===== src/rtl/swsend_pkg.sv =====
`default_nettype none

package swsend_pkg;

    // Sequence space and window sizing
    localparam int SEQ_BITS     = 3;
    localparam int SEQ_SPACE    = 1 << SEQ_BITS;
    localparam int WINDOW_LIMIT = 4;
    localparam int DATA_BITS    = 64;
    localparam int FIELD_BITS   = 64;

    // Duplicate ACK count that triggers a fast retransmit
    localparam logic [1:0] DUP_TRIGGER = 2'd3;

    // Event codes on the mode field
    localparam logic [1:0] MODE_SEND    = 2'd0;
    localparam logic [1:0] MODE_ACK     = 2'd1;
    localparam logic [1:0] MODE_TIMEOUT = 2'd2;

    typedef logic [SEQ_BITS-1:0] seq_t;

    typedef struct packed {
        logic [1:0]            mode;
        logic [FIELD_BITS-1:0] payload;
        logic [2:0]            ack_number;
        logic                  ack_intact;
    } in_t;

    typedef struct packed {
        logic                  accepted;
        logic                  transmit;
        logic [2:0]            transmit_seq;
        logic [FIELD_BITS-1:0] transmit_data;
        logic                  timer_stop;
        logic [2:0]            stop_seq;
        logic                  timer_start;
        logic [2:0]            start_seq;
        logic                  window_full;
    } out_t;

endpackage

`default_nettype wire


===== src/rtl/sliding_window_sender_core.sv =====
`default_nettype none

// Channel   Dir  Handshake          Payload
// s_        in   s_valid/s_ready    in_t  (mode, payload, ack_number, ack_intact)
// m_        out  m_valid/m_ready    out_t (one result per event)
//
// One event per cycle sustained while the result is not stalled; a result passes
// through the s1 stage and the output register before it is presented.
// Window state updates in the accept cycle; the unacked buffer is read there and
// its registered data joins the result in the s1 stage.
// Reset (aresetn low, synchronous) clears window state and the buffer valid bits.
// A stalled result holds the pipeline; s_ready drops only when both stages are full and m_ready is low.

module sliding_window_sender_core
    import swsend_pkg::*;
(
    input  logic aclk,
    input  logic aresetn,
    input  logic s_valid,
    output logic s_ready,
    input  in_t  s_data,
    output logic m_valid,
    input  logic m_ready,
    output out_t m_data
);

    typedef struct packed {
        logic accepted;
        logic transmit;
        seq_t transmit_seq;
        logic timer_stop;
        seq_t stop_seq;
        logic timer_start;
        seq_t start_seq;
        logic window_full;
        logic from_store;
        logic entry_valid;
    } stage_t;

    seq_t                   base_reg, base_next;
    seq_t                   next_seq_reg, next_seq_next;
    logic [1:0]             dup_reg, dup_next;
    logic                   full_reg, full_next;
    logic [SEQ_SPACE-1:0]   ent_valid_reg;

    logic                   s1_valid_reg;
    stage_t                 s1_reg, stage_next;
    logic [DATA_BITS-1:0]   s1_data_reg, data_next;

    logic                   m_valid_reg;
    out_t                   m_data_reg, m_data_next;

    logic                   s_fire, s1_adv;
    logic                   ram_we, ram_re;
    logic [DATA_BITS-1:0]   ram_rdata;
    seq_t                   seq_inc, seq_diff, ack_seq;
    logic [1:0]             dup_inc;

    assign s1_adv  = !m_valid_reg || m_ready;
    assign s_ready = !s1_valid_reg || s1_adv;
    assign s_fire  = s_valid && s_ready;
    assign ack_seq = s_data.ack_number[SEQ_BITS-1:0];

    // Event decode and window update
    always_comb begin
        base_next     = base_reg;
        next_seq_next = next_seq_reg;
        dup_next      = dup_reg;
        full_next     = full_reg;
        stage_next    = '0;
        data_next     = '0;
        ram_we        = 1'b0;
        ram_re        = 1'b0;
        seq_inc       = next_seq_reg + 1'b1;
        seq_diff      = seq_inc - base_reg;
        dup_inc       = (dup_reg < DUP_TRIGGER) ? dup_reg + 2'd1 : dup_reg;

        if (s_fire) begin
            case (s_data.mode)
                MODE_SEND: begin
                    if (!full_reg) begin
                        ram_we                  = 1'b1;
                        stage_next.accepted     = 1'b1;
                        stage_next.transmit     = 1'b1;
                        stage_next.transmit_seq = next_seq_reg;
                        data_next               = s_data.payload[DATA_BITS-1:0];
                        if (base_reg == next_seq_reg) begin
                            stage_next.timer_start = 1'b1;
                            stage_next.start_seq   = base_reg;
                        end
                        next_seq_next = seq_inc;
                        if (32'(seq_diff) >= 32'(WINDOW_LIMIT)) begin
                            full_next = 1'b1;
                        end
                    end
                end
                MODE_ACK: begin
                    if (s_data.ack_intact) begin
                        if (ack_seq == base_reg) begin
                            if (dup_inc >= DUP_TRIGGER) begin
                                ram_re                  = 1'b1;
                                stage_next.timer_stop   = 1'b1;
                                stage_next.stop_seq     = base_reg;
                                stage_next.timer_start  = 1'b1;
                                stage_next.start_seq    = base_reg;
                                stage_next.transmit     = 1'b1;
                                stage_next.transmit_seq = base_reg;
                                stage_next.from_store   = 1'b1;
                                stage_next.entry_valid  = ent_valid_reg[base_reg];
                                dup_next                = '0;
                            end else begin
                                dup_next = dup_inc;
                            end
                        end else begin
                            stage_next.timer_stop = 1'b1;
                            stage_next.stop_seq   = base_reg;
                            base_next             = ack_seq;
                            dup_next              = 2'd1;
                            if (ack_seq != next_seq_reg) begin
                                stage_next.timer_start = 1'b1;
                                stage_next.start_seq   = ack_seq;
                            end
                            full_next = 1'b0;
                        end
                    end
                end
                MODE_TIMEOUT: begin
                    ram_re                  = 1'b1;
                    stage_next.timer_stop   = 1'b1;
                    stage_next.stop_seq     = base_reg;
                    stage_next.timer_start  = 1'b1;
                    stage_next.start_seq    = base_reg;
                    stage_next.transmit     = 1'b1;
                    stage_next.transmit_seq = base_reg;
                    stage_next.from_store   = 1'b1;
                    stage_next.entry_valid  = ent_valid_reg[base_reg];
                    dup_next                = '0;
                end
                default: begin
                end
            endcase
            stage_next.window_full = full_next;
        end
    end

    // Unacked payload buffer
    swsend_ram #(
        .WIDTH (DATA_BITS),
        .DEPTH (SEQ_SPACE)
    ) u_store (
        .clk   (aclk),
        .we    (ram_we),
        .waddr (next_seq_reg),
        .wdata (s_data.payload[DATA_BITS-1:0]),
        .re    (ram_re),
        .raddr (base_reg),
        .rdata (ram_rdata)
    );

    // Result assembly; a never-written slot reads as zero
    always_comb begin
        m_data_next               = '0;
        m_data_next.accepted      = s1_reg.accepted;
        m_data_next.transmit      = s1_reg.transmit;
        m_data_next.transmit_seq  = 3'(s1_reg.transmit_seq);
        m_data_next.timer_stop    = s1_reg.timer_stop;
        m_data_next.stop_seq      = 3'(s1_reg.stop_seq);
        m_data_next.timer_start   = s1_reg.timer_start;
        m_data_next.start_seq     = 3'(s1_reg.start_seq);
        m_data_next.window_full   = s1_reg.window_full;
        if (s1_reg.from_store) begin
            m_data_next.transmit_data = s1_reg.entry_valid ? FIELD_BITS'(ram_rdata) : '0;
        end else begin
            m_data_next.transmit_data = FIELD_BITS'(s1_data_reg);
        end
    end

    // Window state and control
    always_ff @(posedge aclk) begin
        if (!aresetn) begin
            base_reg      <= '0;
            next_seq_reg  <= '0;
            dup_reg       <= '0;
            full_reg      <= 1'b0;
            ent_valid_reg <= '0;
            s1_valid_reg  <= 1'b0;
            m_valid_reg   <= 1'b0;
        end else begin
            base_reg     <= base_next;
            next_seq_reg <= next_seq_next;
            dup_reg      <= dup_next;
            full_reg     <= full_next;
            if (ram_we) begin
                ent_valid_reg[next_seq_reg] <= 1'b1;
            end
            if (s_ready) begin
                s1_valid_reg <= s_valid;
            end
            if (s1_adv) begin
                m_valid_reg <= s1_valid_reg;
            end
        end
    end

    // Pipeline payload
    always_ff @(posedge aclk) begin
        if (s_fire) begin
            s1_reg      <= stage_next;
            s1_data_reg <= data_next;
        end
        if (s1_valid_reg && s1_adv) begin
            m_data_reg <= m_data_next;
        end
    end

    assign m_valid = m_valid_reg;
    assign m_data  = m_data_reg;

endmodule

`default_nettype wire


===== src/rtl/swsend_ram.sv =====
`default_nettype none

module swsend_ram #(
    parameter int WIDTH = 64,
    parameter int DEPTH = 8
) (
    input  logic                     clk,
    input  logic                     we,
    input  logic [$clog2(DEPTH)-1:0] waddr,
    input  logic [WIDTH-1:0]         wdata,
    input  logic                     re,
    input  logic [$clog2(DEPTH)-1:0] raddr,
    output logic [WIDTH-1:0]         rdata
);

    logic [WIDTH-1:0] mem [DEPTH];
    logic [WIDTH-1:0] rdata_reg;

    // One write port, one registered read port; read data holds until the next read
    always_ff @(posedge clk) begin
        if (we) begin
            mem[waddr] <= wdata;
        end
        if (re) begin
            rdata_reg <= mem[raddr];
        end
    end

    assign rdata = rdata_reg;

endmodule

`default_nettype wire


===== config.mk =====
export PLATFORM = sky130hd
export DESIGN_NAME = sliding_window_sender_core
export DESIGN_NICKNAME = d
export VERILOG_FILES = /design/src/rtl/swsend_pkg.sv /design/src/rtl/sliding_window_sender_core.sv /design/src/rtl/swsend_ram.sv
export SDC_FILE = /design/constraint.sdc
export NUM_CORES = 1
export LEC_CHECK = 0
export BUFFER_PORTS_ARGS = -buffer_cell sky130_fd_sc_hd__buf_4
export CORE_MARGIN = 2
export CORE_UTILIZATION = 45
export DETAILED_ROUTE_END_ITERATION = 7
export SYNTH_ARGS = -nofsm -noshare
export SYNTH_HDL_FRONTEND = slang
export SYNTH_HIERARCHICAL = 1
export SYNTH_SLANG_ARGS = --single-unit

===== constraint.sdc =====
create_clock -name aclk -period 8.7 [get_ports aclk]
set_clock_uncertainty 0.05 [all_clocks]
set_input_delay 0.435 -clock aclk [delete_from_list [all_inputs] [get_ports aclk]]
set_output_delay 0.435 -clock aclk [all_outputs]
set_load 0.01 [all_outputs]

==> results by group <==
Logic synthesis
  • Synth top area share: 0.772
  • Ys flop type: edfxtp_1
  • Synth area leaders: edfxtp_1 (77%), mux4_2 (10%), mux2_2 (2.6%)
  • Most frequent cells after synthesis: edfxtp_1 (734), mux4_2 (130), nand2_1 (83)
  • Sequential area share after synthesis: 0.785
  • Syn avg cell area: 20.3 um2
  • Synthesized area: 0.0286 mm2
  • Area leader, netlist: edfxtp_1
  • Most common cell in the netlist: edfxtp_1
  • FFs w/ async S/R, synth: 0
  • Synth cell types: 47
  • YS warnings: 6
  • Post-synthesis register bit count: 753
  • Post-synth EDFFs: 734
  • Synth Instances: 1410
  • Synthesized net count: 1491

Setup path
  • Critical path endpoint category: register
  • Cell family with most CP delay: flip-flops
  • Crit path DAT: 3990 ps
  • Setup CP Type: reg2reg
  • R2r worst-path depth: 5
  • Reg2reg setup slack: about 4900 ps
  • Slowest cell on crit path: dfxtp_4
  • Worst R2R Start: base_reg[0]$_SDFFE_PN0P_
  • Crit-path cells: xor2_1 > o41ai_4 > nand2_1 > nor2_4 > buf_4
  • CP max stage delay: 960 ps
  • CP Data Required Time: 8870 ps
  • Worst flop-to-flop path endpoint: u_store/rdata[60]$_DFFE_PP_
  • CP Max Fanout: 49
  • WP buf/inv: 1
  • Critical Path Start Type: register

Pwr
  • P per Cell Area: roughly 230 mW/mm2
  • Leak: about 11 nW
  • VDD IR max: around 0.13 mV
  • Overall power: 7.58 mW

Timing
  • Fin crit period: around 3800 ps
  • RSZ-0062 raised after global routing: no
  • Hold_ws: about 34 ps
  • Final setup fails: 0
  • Slew HR: 0.338
  • Setup TNS: 0 ps
  • Max Slew Vio Count: 0
  • Fmax: 262 MHz
  • Final Worst Setup Slack: 4880 ps
  • Worst slew pin tran: between 900 and 1000 ps
  • Fin crit share: 0.439
  • Final hold vios: 0

Clock tree
  • Clock slew at reported path FFs: 60 ps
  • TritonCTS clock tree: built
  • H-tree Lvls: 3
  • CTS Buf Count: 77
  • Clk_lat worst skew: 610 ps
  • Clock Path Buffers: 3
  • Clk Tree Root Cell: clkbuf_16
  • Post-CTS setup buffer count: 0
  • Clock sinks: 753
  • PostCTS Resize Cnt: 0
  • Hold buffers post-CTS: between 40 and 50

Finish
  • Final instance area: 0.0336 mm2
  • Post-Layout Cell Count: 2555
  • Number of flip-flops in the largest register: between 500 and 600
  • FILL cells: about 4900
  • Share of cells above drive strength 1: 0.293
  • Area grow syn2layout: 17.7%
  • Area taken by multi-input logic gates: between 0.005 and 0.006 mm2
  • Fin util: 0.535
  • Register area: 0.0224 mm2
  • Final #Nets: 1728

GRT
  • GRT overflow: 0
  • Number of antenna violations at the first check in global routing: 4
  • M2 GR Usage: 0.312
  • Largest net degree at the start of global routing: 72
  • Busiest grt layer: met2
  • First-pass GRT wire length: 89.3 mm
  • Grt met1 use: 0.243
  • Vias in the first global route: between 10000 and 15000
  • Total GRT Usage: 0.182
  • Grt met3 use: 0.0307

Die
  • Initial Util: 0.454
  • Horiz. Die Dim: 256 um
  • Row cnt: 92
  • Core footprint: around 0.063 mm2
  • Top-level I/O count: 154
  • Die Ht: 256 um
  • Die area: 0.0655 mm2

Routing
  • Routed length per instance: 22.9 um
  • Vias: 13494
  • DRT iter0 DRCs: 965
  • Final wirelength: between 50 and 60 mm
  • Via density per instance: about 5.3
  • DRC viols: 0
  • DRT Pass-1 Iters: 5
  • Final ANT Viol Nets: 0

Place
  • Post-DP Area: 0.0307 mm2
  • Placement Setup Slack: 4760 ps
  • Hpwl dp: 30.4 mm
  • # port buffers: approximately 150
  • Gp weighted congestion: 0.773
  • Cells after DPL: 2368

Min path
  • Hold path cells: 1
  • Hold Path Class: in2reg
  • Min-delay src: s_data[30]
  • Hold EP: u_store/mem[7][26]$_DFFE_PP_

Outcome
  • Status: complete, no violations

Run
  • Maxcap violations: 0
==> final cells by class <==
type                            count  area share
Sequential cell                   753       0.668
Multi-Input combinational cell    514       0.165
Clock buffer                       96      0.0614
Timing Repair Buffer              222      0.0530
Tap cell                          846      0.0315
Clock inverter                     44      0.0125
Inverter                           79     0.00890
Antenna cell                        1   0.0000745
==> cells in the final DEF, fill, tap and decap left out, types with 8 or more instances in the layout <==
master / count
xor2_1: 8
mux4_2: 130
clkbuf_16: 80
dlygate4sd3_1: 46
inv_1: 77
dfxtp_1: 16
mux2_2: 65
clkbuf_1: 16
and2_1: 64
nor2_1: 13
buf_4: 176
edfxtp_1: 734
clkinv_1: 18
o21ai_0: 69
clkinv_2: 11
nand2_1: 83
==> logic make-up after synthesis <==
| kind of cell | count (synthesis) | share of synthesized area |
|---|---|---|
| fa+ha+maj | 7 | 0.00307 |
| mux | 199 | 0.130 |
| simple gates | 201 | 0.0351 |
| buf+inv | 143 | 0.0234 |
| compound gates | 96 | 0.0200 |
| xor+xnor | 11 | 0.00364 |
| flops | 753 | 0.785 |
==> where the power goes <==
part	total, mW	internal [mW]	switching (mW)
logic	0.293	0.124	0.168
registers	4.07	4.05	0.0225
clock network	3.22	1.89	1.32
total	7.58	6.07	1.52
==> metal layers <==
layer / routed length, um / part of all wire
met1: 25100 / 0.43
met2: 29900 / 0.51
met3: 2460 / 0.042
met4: 1020 / 0.017
met5: 41 / 0.00070
==> how the worst max path moves through the flow <==
| stage | start | to | slack, ps | cells past startpoint |
|---|---|---|---|---|
| 2_1_floorplan | m_ready | m_data[0]$_DFFE_PP_ | 1880 | 2 |
| 5_1_grt | base_reg[0]$_SDFFE_PN0P_ | u_store/rdata[34]$_DFFE_PP_ | 4540 | 5 |
| 3_3_place_gp | base_reg[0]$_SDFFE_PN0P_ | u_store/rdata[31]$_DFFE_PP_ | 4830 | 5 |
| 4_1_cts | base_reg[0]$_SDFFE_PN0P_ | u_store/rdata[37]$_DFFE_PP_ | 4750 | 5 |
| 6_report | base_reg[0]$_SDFFE_PN0P_ | u_store/rdata[60]$_DFFE_PP_ | 4880 | 5 |
| 3_5_place_dp | base_reg[0]$_SDFFE_PN0P_ | u_store/rdata[29]$_DFFE_PP_ | 4760 | 5 |
No activity file was read; power rests on OpenSTA's default activity.
